[src/hdl/bst_pkg.sv]
// shared types, constants and helpers for the byte stream tokenizer
// used by bst_lex_step and byte_stream_tokenizer; no dependencies
`timescale 1ns / 1ps
`default_nettype none

package bst_pkg;

  localparam int CountBits = 16;
  localparam int FieldBits = 16;
  localparam int KwCount   = 3;

  typedef logic [CountBits-1:0] cnt_t;
  typedef logic [FieldBits-1:0] field_t;

  // token kinds as carried on the output
  typedef enum logic [2:0] {
    KIdent   = 3'd0,
    KKeyword = 3'd1,
    KNumber  = 3'd2,
    KSymbol  = 3'd3,
    KString  = 3'd4,
    KEnd     = 3'd5,
    KError   = 3'd6
  } kind_e;

  // lexer mode, one-hot
  typedef enum logic [6:0] {
    ModeIdle    = 7'b0000001,
    ModeIdent   = 7'b0000010,
    ModeNumber  = 7'b0000100,
    ModeString  = 7'b0001000,
    ModeSlash   = 7'b0010000,
    ModeComment = 7'b0100000,
    ModeHalt    = 7'b1000000
  } mode_e;

  typedef struct packed {
    mode_e              mode;
    cnt_t               line;
    cnt_t               col;
    cnt_t               start;
    cnt_t               len;
    logic [KwCount-1:0] kw;
  } lex_state_t;

  typedef struct packed {
    kind_e  kind;
    field_t line;
    field_t column;
    field_t length;
    logic   last;
  } tok_t;

  typedef struct packed {
    logic [1:0] n;
    tok_t       r0;
    tok_t       r1;
  } step_t;

  // keyword lengths: set, put, tile
  function automatic logic [2:0] kw_len(input int k);
    logic [2:0] l;
    unique case (k)
      0:       l = 3'd3;
      1:       l = 3'd3;
      default: l = 3'd4;
    endcase
    return l;
  endfunction

  function automatic logic [7:0] kw_char(input int k, input logic [1:0] p);
    logic [31:0] s;
    unique case (k)
      0:       s = {"set", 8'h00};
      1:       s = {"put", 8'h00};
      default: s = "tile";
    endcase
    return s[8*(3-int'(p)) +: 8];
  endfunction

  function automatic field_t to_field(input cnt_t v);
    logic [31:0] w;
    w = 32'(v);
    return w[FieldBits-1:0];
  endfunction

endpackage

`default_nettype wire

[src/hdl/bst_lex_step.sv]
// next-state and token logic of the tokenizer for one source word
// depends on bst_pkg
`timescale 1ns / 1ps
`default_nettype none

module bst_lex_step import bst_pkg::*; (
  input  lex_state_t st_i,
  input  logic       is_end_i,
  input  logic [7:0] char_i,
  output lex_state_t nx_o,
  output step_t      step_o
);

  function automatic cnt_t sat_inc(input cnt_t v);
    return (v == '1) ? v : v + cnt_t'(1);
  endfunction

  function automatic logic is_alpha(input logic [7:0] c);
    return (c >= "a" && c <= "z") || (c >= "A" && c <= "Z") || c == "_";
  endfunction

  function automatic logic is_digit(input logic [7:0] c);
    return c >= "0" && c <= "9";
  endfunction

  function automatic logic is_symbol(input logic [7:0] c);
    return c == ";" || c == "=" || c == "(" || c == ")" ||
           c == "{" || c == "}" || c == "," || c == ":";
  endfunction

  function automatic logic [KwCount-1:0] kw_miss(input cnt_t p, input logic [7:0] c);
    logic [KwCount-1:0] m;
    for (int k = 0; k < KwCount; k++) begin
      m[k] = (p >= cnt_t'(kw_len(k))) || (kw_char(k, p[1:0]) != c);
    end
    return m;
  endfunction

  function automatic tok_t mk_tok(input kind_e k, input cnt_t ln, input cnt_t cl,
                                  input cnt_t lg);
    tok_t t;
    t.kind   = k;
    t.line   = to_field(ln);
    t.column = to_field(cl);
    t.length = to_field(lg);
    t.last   = 1'b0;
    return t;
  endfunction

  localparam logic [7:0] ChNl    = 8'h0A;
  localparam logic [7:0] ChQuote = 8'h22;
  localparam logic [7:0] ChSlash = 8'h2F;

  lex_state_t nx;
  logic [1:0] n;
  tok_t       r0;
  tok_t       r1;
  tok_t       sym;
  logic       do_close;
  logic       do_disp;
  kind_e      run_kind;

  // kind of the open run if it closes now
  always_comb begin
    run_kind = KNumber;
    if (st_i.mode == ModeIdent) begin
      run_kind = KIdent;
      for (int k = 0; k < KwCount; k++) begin
        if (st_i.kw[k] && st_i.len == cnt_t'(kw_len(k))) run_kind = KKeyword;
      end
    end
  end

  always_comb begin
    nx       = st_i;
    n        = 2'd0;
    r0       = '0;
    r1       = '0;
    sym      = '0;
    do_close = 1'b0;
    do_disp  = 1'b0;

    if (st_i.mode == ModeHalt) begin
      n = 2'd0;
    end else if (is_end_i) begin
      if (st_i.mode == ModeString) begin
        r0 = mk_tok(KError, st_i.line, st_i.start, st_i.len);
        n  = 2'd1;
      end else if (st_i.mode == ModeIdent || st_i.mode == ModeNumber) begin
        r0 = mk_tok(run_kind, st_i.line, st_i.start, st_i.len);
        r1 = mk_tok(KEnd, st_i.line, st_i.col, '0);
        n  = 2'd2;
      end else begin
        r0 = mk_tok(KEnd, st_i.line, st_i.col, '0);
        n  = 2'd1;
      end
      nx.mode = ModeHalt;
    end else begin
      unique case (st_i.mode)
        ModeIdent: begin
          if (is_alpha(char_i)) begin
            nx.kw  = st_i.kw & ~kw_miss(st_i.len, char_i);
            nx.len = sat_inc(st_i.len);
            nx.col = sat_inc(st_i.col);
          end else begin
            do_close = 1'b1;
            do_disp  = 1'b1;
          end
        end
        ModeNumber: begin
          if (is_digit(char_i)) begin
            nx.len = sat_inc(st_i.len);
            nx.col = sat_inc(st_i.col);
          end else begin
            do_close = 1'b1;
            do_disp  = 1'b1;
          end
        end
        ModeString: begin
          if (char_i == ChNl) begin
            r0      = mk_tok(KError, st_i.line, st_i.start, st_i.len);
            n       = 2'd1;
            nx.mode = ModeHalt;
          end else begin
            nx.len = sat_inc(st_i.len);
            nx.col = sat_inc(st_i.col);
            if (char_i == ChQuote) begin
              r0      = mk_tok(KString, st_i.line, st_i.start, nx.len);
              n       = 2'd1;
              nx.mode = ModeIdle;
            end
          end
        end
        ModeSlash: begin
          if (char_i == ChSlash) begin
            nx.mode = ModeComment;
          end else begin
            do_disp = 1'b1;
          end
        end
        ModeComment: begin
          if (char_i == ChNl) begin
            nx.line = sat_inc(st_i.line);
            nx.col  = '0;
            nx.mode = ModeIdle;
          end
        end
        default: begin
          do_disp = 1'b1;
        end
      endcase

      if (do_close) begin
        r0 = mk_tok(run_kind, st_i.line, st_i.start, st_i.len);
        n  = 2'd1;
      end

      if (do_disp) begin
        nx.mode = ModeIdle;
        if (char_i == ChNl) begin
          nx.line = sat_inc(st_i.line);
          nx.col  = '0;
        end else begin
          if (is_symbol(char_i)) begin
            sym = mk_tok(KSymbol, st_i.line, st_i.col, cnt_t'(1));
            if (do_close) begin
              r1 = sym;
              n  = 2'd2;
            end else begin
              r0 = sym;
              n  = 2'd1;
            end
          end else if (is_alpha(char_i)) begin
            nx.mode  = ModeIdent;
            nx.start = st_i.col;
            nx.len   = cnt_t'(1);
            nx.kw    = ~kw_miss('0, char_i);
          end else if (is_digit(char_i)) begin
            nx.mode  = ModeNumber;
            nx.start = st_i.col;
            nx.len   = cnt_t'(1);
            nx.kw    = '1;
          end else if (char_i == ChQuote) begin
            nx.mode  = ModeString;
            nx.start = st_i.col;
            nx.len   = cnt_t'(1);
            nx.kw    = '1;
          end else if (char_i == ChSlash) begin
            nx.mode = ModeSlash;
          end
          nx.col = sat_inc(st_i.col);
        end
      end
    end

    r0.last = (n == 2'd1);
    r1.last = 1'b1;
  end

  assign nx_o      = nx;
  assign step_o.n  = n;
  assign step_o.r0 = r0;
  assign step_o.r1 = r1;

endmodule

`default_nettype wire

[src/hdl/byte_stream_tokenizer.sv]
// path: an accepted source word is registered in the input stage, and its tokens in the result pair
// throughput: one source word per cycle while the output takes tokens; a word that
// gives two tokens stalls the input while the second token drains from the result pair
// reset: lexer idle, line and column zero, result pair empty; after an end or
// error token the lexer takes words and gives nothing until the next reset
// depends on bst_pkg and bst_lex_step
`timescale 1ns / 1ps
`default_nettype none

module byte_stream_tokenizer import bst_pkg::*; (
  input  logic        clk_i,
  input  logic        rst_ni,
  input  logic        s_axis_tvalid,
  output logic        s_axis_tready,
  input  logic [7:0]  s_axis_tdata,   // char_in
  input  logic        s_axis_tuser,   // action
  output logic        m_axis_tvalid,
  input  logic        m_axis_tready,
  output logic [47:0] m_axis_tdata,   // token_line, token_column, token_length
  output logic [2:0]  m_axis_tuser,   // token_kind
  output logic        m_axis_tlast    // last_of_run
);

  logic       in_valid_q, in_valid_d;
  logic       in_end_q, in_end_d;
  logic [7:0] in_char_q, in_char_d;

  lex_state_t lex_q, lex_d;
  lex_state_t lex_nx;
  step_t      step;

  logic [1:0] out_cnt_q, out_cnt_d;
  tok_t       rec0_q, rec0_d;
  tok_t       rec1_q, rec1_d;

  logic s_fire;
  logic m_fire;
  logic pair_free;
  logic advance;

  bst_lex_step u_step (
    .st_i     (lex_q),
    .is_end_i (in_end_q),
    .char_i   (in_char_q),
    .nx_o     (lex_nx),
    .step_o   (step)
  );

  assign m_fire    = (out_cnt_q != 2'd0) && m_axis_tready;
  assign pair_free = (out_cnt_q == 2'd0) || (out_cnt_q == 2'd1 && m_fire);
  assign advance   = in_valid_q && ((step.n == 2'd0) || pair_free);
  assign s_axis_tready = !in_valid_q || advance;
  assign s_fire    = s_axis_tvalid && s_axis_tready;

  always_comb begin
    in_valid_d = in_valid_q;
    in_end_d   = in_end_q;
    in_char_d  = in_char_q;
    if (s_fire) begin
      in_valid_d = 1'b1;
      in_end_d   = s_axis_tuser;
      in_char_d  = s_axis_tdata;
    end else if (advance) begin
      in_valid_d = 1'b0;
    end
  end

  assign lex_d = advance ? lex_nx : lex_q;

  always_comb begin
    out_cnt_d = out_cnt_q;
    rec0_d    = rec0_q;
    rec1_d    = rec1_q;
    if (advance && step.n != 2'd0) begin
      out_cnt_d = step.n;
      rec0_d    = step.r0;
      rec1_d    = step.r1;
    end else if (m_fire) begin
      if (out_cnt_q == 2'd2) begin
        out_cnt_d = 2'd1;
        rec0_d    = rec1_q;
      end else begin
        out_cnt_d = 2'd0;
      end
    end
  end

  always_ff @(posedge clk_i or negedge rst_ni) begin
    if (!rst_ni) begin
      in_valid_q  <= 1'b0;
      out_cnt_q   <= 2'd0;
      lex_q.mode  <= ModeIdle;
      lex_q.line  <= '0;
      lex_q.col   <= '0;
      lex_q.start <= '0;
      lex_q.len   <= '0;
      lex_q.kw    <= '1;
    end else begin
      in_valid_q <= in_valid_d;
      out_cnt_q  <= out_cnt_d;
      lex_q      <= lex_d;
    end
  end

  always_ff @(posedge clk_i) begin
    in_end_q  <= in_end_d;
    in_char_q <= in_char_d;
    rec0_q    <= rec0_d;
    rec1_q    <= rec1_d;
  end

  assign m_axis_tvalid = (out_cnt_q != 2'd0);
  assign m_axis_tdata  = {rec0_q.length, rec0_q.column, rec0_q.line};
  assign m_axis_tuser  = rec0_q.kind;
  assign m_axis_tlast  = rec0_q.last;

  // result pair never overfills
  a_cnt_range: assert property (@(posedge clk_i) disable iff (!rst_ni)
    out_cnt_q != 2'd3)
    else $error("result pair count out of range");

  // the first of two pending tokens is never marked last
  a_pair_last: assert property (@(posedge clk_i) disable iff (!rst_ni)
    out_cnt_q == 2'd2 |-> !rec0_q.last)
    else $error("first of a token pair marked last");

  // an end or error token only leaves once the lexer has halted
  a_end_halts: assert property (@(posedge clk_i) disable iff (!rst_ni)
    (m_fire && (m_axis_tuser == KEnd || m_axis_tuser == KError)) |-> lex_q.mode == ModeHalt)
    else $error("end or error token without halt");

  // halt holds until reset
  a_halt_sticky: assert property (@(posedge clk_i) disable iff (!rst_ni)
    lex_q.mode == ModeHalt |=> lex_q.mode == ModeHalt)
    else $error("lexer left halt");

  // a halted lexer loads no tokens
  a_halt_quiet: assert property (@(posedge clk_i) disable iff (!rst_ni)
    (lex_q.mode == ModeHalt && advance) |-> step.n == 2'd0)
    else $error("token produced while halted");

endmodule

`default_nettype wire
[config.mk]
export PLATFORM = sky130hd
export DESIGN_NAME = byte_stream_tokenizer
export DESIGN_NICKNAME = d
export VERILOG_FILES = /design/src/hdl/bst_pkg.sv /design/src/hdl/bst_lex_step.sv /design/src/hdl/byte_stream_tokenizer.sv
export SDC_FILE = /design/constraint.sdc
export NUM_CORES = 1
export LEC_CHECK = 0
export ABC_AREA = 1
export BUFFER_PORTS_ARGS = -buffer_cell sky130_fd_sc_hd__buf_2
export CORE_MARGIN = 2
export CORE_UTILIZATION = 45
export CTS_BUF_LIST = sky130_fd_sc_hd__clkbuf_8
export DETAILED_ROUTE_END_ITERATION = 10
export PLACE_DENSITY = 0.69
export REMOVE_ABC_BUFFERS = 1
export SYNTH_ARGS = -nofsm -noshare
export SYNTH_HDL_FRONTEND = slang
export SYNTH_SLANG_ARGS = --single-unit
export TNS_END_PERCENT = 30
[constraint.sdc]
create_clock -name clk_i -period 3.6 [get_ports clk_i]
set_input_delay 0.72 -clock clk_i [delete_from_list [all_inputs] [get_ports clk_i]]
set_output_delay 0.72 -clock clk_i [all_outputs]
set_load 0.03 [all_outputs]
After elaboration in Yosys (flattened, before gate mapping)
Cells that the tools add are included.
Cells by class
  add/sub/neg operators: 4
  order comparisons: 10
  equality and inequality tests: 39
  shift-type cells: 3
  mux-type cells: 132
  bitwise logic cells: 7
  reductions and logical operators: 47
Operator list (number)
  52-bit 2-to-1 mux: 21
  32-bit 2-to-1 mux: 27
  16-bit 2-to-1 mux: 11
  35-bit 2-to-1 mux: 5
  32-bit by 32-bit variable part select with 8-bit output: 3
  74-bit 2-to-1 mux: 1
  3-bit 2-to-1 mux: 22
  8-bit by 6-bit equality test with 1-bit output, second input constant: 8
  16-bit case mux with 4 select lines: 1
  7-bit 2-to-1 mux: 8
  51-bit 2-to-1 mux: 1
  16-bit by 1-bit adder with 16-bit output, second input constant: 3
  16-bit equality test, second input constant: 3
  8-bit != test: 6
  16-bit case mux with 3 select lines: 1
  39-bit 2-to-1 mux: 1
  16-bit by 3-bit equality test with 1-bit output: 2
  16-bit by 3-bit >= comparator with 1-bit output: 2
  2-bit 2-to-1 mux: 13
  8-bit by 7-bit equality test with 1-bit output, second input constant: 3
  7-bit case mux with 3 select lines: 1
  1-bit logical OR: 19
  19-bit 2-to-1 mux: 1
  8-bit by 7-bit >= comparator with 1-bit output, second input constant: 2
  other kinds (37): 77
Storage, ports and cells
  register bits after elaboration: 189
  input bits: 13
  output and inout port bits: 54
  logic and storage cells: 261

Longest topological paths before layout
  word-level depth: 22
  gate-level depth with buffers: 22
  gate-level depth less buffers: 19

Cells and area by module
Synthesis repeated with hierarchy kept, for this count alone.
Unflattened totals
  cell total of the unflattened synthesis: 1699
  area, all modules: 12366.9 µm²
Modules (own cells, without submodules)
  byte_stream_tokenizer: times used 1, cells each 623, area each 7055.5 µm²
  bst_lex_step: times used 1, cells each 1076, area each 5311.3 µm²

Worst setup path after synthesis
Ideal clock, no wire load.
  path type: register to register
  from: register lex_q[73] (netlist name)
  to: register rec0_q (netlist bit m_axis_tdata[0]), enable pin
  library setup time: 0.412 ns
  data arrival time: 2.990 ns
  required time: 3.188 ns
  setup slack: 0.198 ns
  cell stages (with the launch flop): 15
  buffers on the path: 1
  cells stage by stage: dfrtp_1 nor2_2 nand2_2 nor2_4 nor2_4 nand2_2 inv_2 nand2_1 nand3_2 nand2_1 nand2_2 nand3_4 nand3_1 buf_2 nand2_1
On the way
  word-level cells in the longest chain between the ends: 16
  elaborated cells between the ends (all ways): 32
  those cells by class: eq/ne (6); mux (16); reduce/logical (10)
RTL lines
  from (decl): RTL line byte_stream_tokenizer.sv:28  | lex_state_t lex_q, lex_d;
  from (signal assigned): RTL line byte_stream_tokenizer.sv:101  | lex_q <= lex_d;
  7-bit by 3-bit equality test with 1-bit output / 7-bit by 2-bit equality test with 1-bit output (equally long branches): RTL line bst_lex_step.sv:89, bst_lex_step.sv:99
  1-bit case mux with 2 select lines: RTL line bst_lex_step.sv:99  | unique case (st_i.mode)
  1-bit 2-to-1 mux: RTL line bst_lex_step.sv:85  | end else if (is_end_i) begin
  1-bit 2-to-1 mux: RTL line bst_lex_step.sv:83  | if (st_i.mode == ModeHalt) begin
  2-bit 2-to-1 mux (on tied branches): RTL line bst_lex_step.sv:153, bst_lex_step.sv:166
  2-bit 2-to-1 mux: RTL line bst_lex_step.sv:164  | if (is_symbol(char_i)) begin
  2-bit 2-to-1 mux: RTL line bst_lex_step.sv:160  | if (char_i == ChNl) begin
  2-bit 2-to-1 mux: RTL line bst_lex_step.sv:158  | if (do_disp) begin
  2-bit 2-to-1 mux: RTL line bst_lex_step.sv:85
  2-bit 2-to-1 mux *: RTL line bst_lex_step.sv:83
  2-bit logical NOT: RTL line byte_stream_tokenizer.sv:51  | assign advance = in_valid_q && ((step.n == 2'd0) || pair_free);
  1-bit logical OR: RTL line byte_stream_tokenizer.sv:51
  1-bit logical AND: RTL line byte_stream_tokenizer.sv:51
  1-bit logical AND *: RTL line byte_stream_tokenizer.sv:74  | if (advance && step.n != 2'd0) begin
  2-bit nonzero test (no source line)
  2-bit AND reduction (no source line) *
  to (signal assigned): RTL line byte_stream_tokenizer.sv:108  | rec0_q <= rec0_d;
  to (decl): RTL line byte_stream_tokenizer.sv:33  | tok_t rec0_q, rec0_d;
Every way passes the cells marked *; elsewhere a longest branch is shown, timed or not. The select of a mux whose other input is x is not followed.
A chain may end at the register's enable or synchronous reset.

Worst setup path in the final report
  from: register in_char_q[3]
  to: output s_axis_tready
On the way
  word-level cells in the longest chain between the ends: 18
  elaborated cells between the ends (all ways): 53
  those cells by class: order compare (6); eq/ne (12); mux (19); reduce/logical (16)
RTL lines
  from (decl): RTL line byte_stream_tokenizer.sv:26  | logic [7:0] in_char_q, in_char_d;
  from (signal assigned): RTL line byte_stream_tokenizer.sv:107  | in_char_q <= in_char_d;
  8-bit by 7-bit >= comparator with 1-bit output / 8-bit by 7-bit less-or-equal comparator with 1-bit output (equally long branches): RTL line bst_lex_step.sv:19  | return (c >= "a" && c <= "z") || (c >= "A" && c <= "Z") || c == "_";
  1-bit logical AND: RTL line bst_lex_step.sv:19
  1-bit logical OR (2 in a row): RTL line bst_lex_step.sv:19
  1-bit 2-to-1 mux: RTL line bst_lex_step.sv:101  | if (is_alpha(char_i)) begin
  1-bit case mux with 2 select lines: RTL line bst_lex_step.sv:99
  1-bit 2-to-1 mux: RTL line bst_lex_step.sv:85
  1-bit 2-to-1 mux: RTL line bst_lex_step.sv:83
  2-bit 2-to-1 mux (on tied branches): RTL line bst_lex_step.sv:153, bst_lex_step.sv:166
  2-bit 2-to-1 mux: RTL line bst_lex_step.sv:164
  2-bit 2-to-1 mux: RTL line bst_lex_step.sv:160
  2-bit 2-to-1 mux *: RTL line bst_lex_step.sv:158
  2-bit 2-to-1 mux *: RTL line bst_lex_step.sv:85
  2-bit 2-to-1 mux *: RTL line bst_lex_step.sv:83
  2-bit logical NOT *: RTL line byte_stream_tokenizer.sv:51
  1-bit logical OR *: RTL line byte_stream_tokenizer.sv:51
  1-bit logical AND *: RTL line byte_stream_tokenizer.sv:51
  1-bit logical OR *: RTL line byte_stream_tokenizer.sv:52  | assign s_axis_tready = !in_valid_q || advance;
  to (decl): RTL line byte_stream_tokenizer.sv:14  | output logic s_axis_tready,
Marked as above.

==> results.json <==
{
  "drc_errors": 0,
  "regToRegStartpoint": "lex_q[67]",
  "die-area_um2": 26500,
  "p_per_area_nw_per_um2": 616,
  "syn_area_um2": 11400,
  "cts_tree": "done",
  "setup_viol_count_final": 0,
  "regArea_um2": 4810,
  "ant_nets": 0,
  "synthTopCellsByArea": "edfxtp_1 (25%), dfrtp_1 (16%), nand2_1 (14%), o21ai_0 (5.3%), nor2_1 (4.4%)",
  "start_util": 0.455,
  "post-dp-hpwl_um": 22200,
  "slew_violations": 0,
  "synth_top_cell_area_share": 0.254,
  "grt_pass1_wl_um": 54100,
  "post_drt_wl_per_cell_um": 17.2,
  "r2r-end": "lex_q[69]",
  "async_flop_share": 0.445,
  "path_class": "flip-flop to output port",
  "relSlewSlack": 0.449,
  "startpoint": "in_char_q[3]",
  "yosysMostFrequentCell": "nand2_1",
  "synthCells": 1544,
  "grtUsageTotal": 0.255,
  "ff2ff_setup_slack_ns": 0.52,
  "worstRegToRegCells": 14,
  "outcome": "finished clean",
  "period_minus_slack_ns": 3.38,
  "fp.dieH_um": 163,
  "cp-end-kind": "output port",
  "p_total_mw": 7.79,
  "start_kind": "flip-flop",
  "synth.distinct_cells": 46,
  "hp-class": "input pin to async pin",
  "wl_um": 33400,
  "htree_levels": 4,
  "numCtsBuffers": 17,
  "vias": 11200,
  "cts.reportedPaths.clkPinSlew_ns": 0.10,
  "viasPerCell": 5.77,
  "root_buffer": "clkbuf_8",
  "die_w_um": 163,
  "finalHoldViolCount": 0,
  "clockBufferDepth": 2,
  "fmax_mhz": 296,
  "first_pass_iters": 5,
  "clock_sinks": 173,
  "worstMarginPinSlew_ns": 0.826,
  "synth-edff-count": 96,
  "p_leak_nw": 5.38,
  "coreArea_um2": 25000,
  "ys.flop_type": "edfxtp_1",
  "drive_gt1_frac": 0.140,
  "io_pins": 67,
  "ir_drop_v": 0.000322,
  "gr-total-overflow": 0,
  "gp_congestion": 0.931,
  "synth.avg_cell_area_um2": 7.36,
  "fin_nets": 1620,
  "path_max_fanout": 17,
  "rows": 58,
  "ys_ff_latch": 173,
  "grt_max_degree": 80,
  "max_cap_viol_count": 0,
  "endpoint": "s_axis_tready",
  "min_period_over_period": 0.939,
  "first_global_vias": 10400,
  "first_iter_violations": 1397,
  "ys_seq_area_frac": 0.424,
  "critPathRequiredTime_ns": 2.88,
  "instances_no_fill": 1945,
  "antenna_found_initial": 0,
  "syn2layout_area_growth_pct": 11.4,
  "finClkSkew_ns": 0.0181,
  "yosysWarnings": 0,
  "dp_cells": 1888,
  "diodes": 0,
  "clock_latency_ns": 0.48,
  "synthTopCellsByCount": "nand2_1 (416), nor2_1 (133), inv_1 (122)",
  "numPortBuffers": 66,
  "synth_top_area_cell": "edfxtp_1",
  "worstPathArrival_ns": 2.66,
  "multi_input_area_um2": 5640,
  "n_fill_cell": 2436
}
## kinds of logic (layout without fill, tap and decap cells)
logic type,Yosys count,after routing,share of synthesized area
adders and majority gates,5,5,0.00551
buffers and inverters,230,301,0.0845
AOI/OAI and AO/OA,331,331,0.162
DFF,173,173,0.424
xor gates and xnor gates,23,23,0.0177
and+or+nand+nor,782,782,0.306
## how the worst min path moves through the flow
stage / cells past startpoint / end / from / slack (ns)
2_1_floorplan: 0 / in_valid_q / rst_ni / 0.42
3_3_place_gp: 2 / lex_q[1] / lex_q[1] / 0.47
3_5_place_dp: 2 / lex_q[1] / lex_q[1] / 0.48
4_1_cts: 1 / lex_q[4] / rst_ni / 0.36
5_1_grt: 1 / lex_q[4] / rst_ni / 0.38
6_report: 1 / lex_q[4] / rst_ni / 0.33
## worst max-delay path: stages, from the launching register on
cell and delay [ns]:
edfxtp_1 0.47, buf_4 0.18, nand2_4 0.08, inv_2 0.04, nand2_1 0.05, nand2_1 0.05, nand2_1 0.06, nand2_1 0.06
nor2_2 0.23, inv_2 0.16, nand2_8 0.17, nand2_1 0.07, nand2_1 0.07, nand2_2 0.06, nand3_4 0.11, nand3_1 0.12
clkbuf_4 0.22
## per-stage QoR
stage          instance area (µm²)  TNS (ns)  setup WS (ns)   util  hold slack, ns
6_report                     12600         0          0.220  0.507           0.328
5_1_grt                      12600   -0.0442        -0.0442  0.507           0.383
2_1_floorplan                10900   -297.68          -2.87      -           0.424
4_1_cts                      12400         0         0.0299  0.498           0.359
3_5_place_dp                 12000         0          0.494  0.482           0.484
3_3_place_gp                 12000         0          0.549  0.482           0.475
## routing by layer
metal | vias to the layer above | GRT usage | routed length (µm)
met3 | 47 | 0.0382 | 3030
met5 | - | 0 | 0
met4 | 0 | 0.0772 | 547
met2 | 545 | 0.403 | 15300
li1 | 5349 | - | -
met1 | 5289 | 0.363 | 14500
## state kept, by name, indices dropped and copies added (netlist names)
name and count:
m_axis_tdata 48, lex_q 74, out_cnt_q 2, rec1_q 35
in_char_q 8, m_axis_tuser 3, in_valid_q 1, in_end_q 1
m_axis_tlast 1
## cell usage in the layout, fill, tap and decap left out, drive strengths merged, types with 24 or more instances in the layout
cell,instances
buf,125
a21oi,82
nor3,35
nand3,99
nand2,426
nand4,63
inv,148
o211ai,24
dfrtp,73
nor2,145
o21ai,172
edfxtp,96
## what timing repair did
action,in CTS,in global routing
endpoints found under the hold margin,0,0
pin swaps,0,2
hold buffers,0,0
gates resized for setup,0,10
buffers inserted,3,22
endpoints found under the setup margin,1,1
## where the power goes
part | internal [mW] | total, mW | leakage, nW | switching (mW)
clock network | 0.597 | 1.43 | 0.210 | 0.835
registers | 2.66 | 3.02 | 1.94 | 0.358
logic | 0.960 | 3.33 | 3.23 | 2.37
## final cells by class
cell class / instances / area share
inverter: 143 / 0.0428
sequential: 173 / 0.381
multi-input combinational: 1141 / 0.446
timing repair buffer: 126 / 0.0661
tap: 330 / 0.0326
clock buffer: 18 / 0.0196
clock inverter: 14 / 0.0121
(Power assumes the default switching activity.)
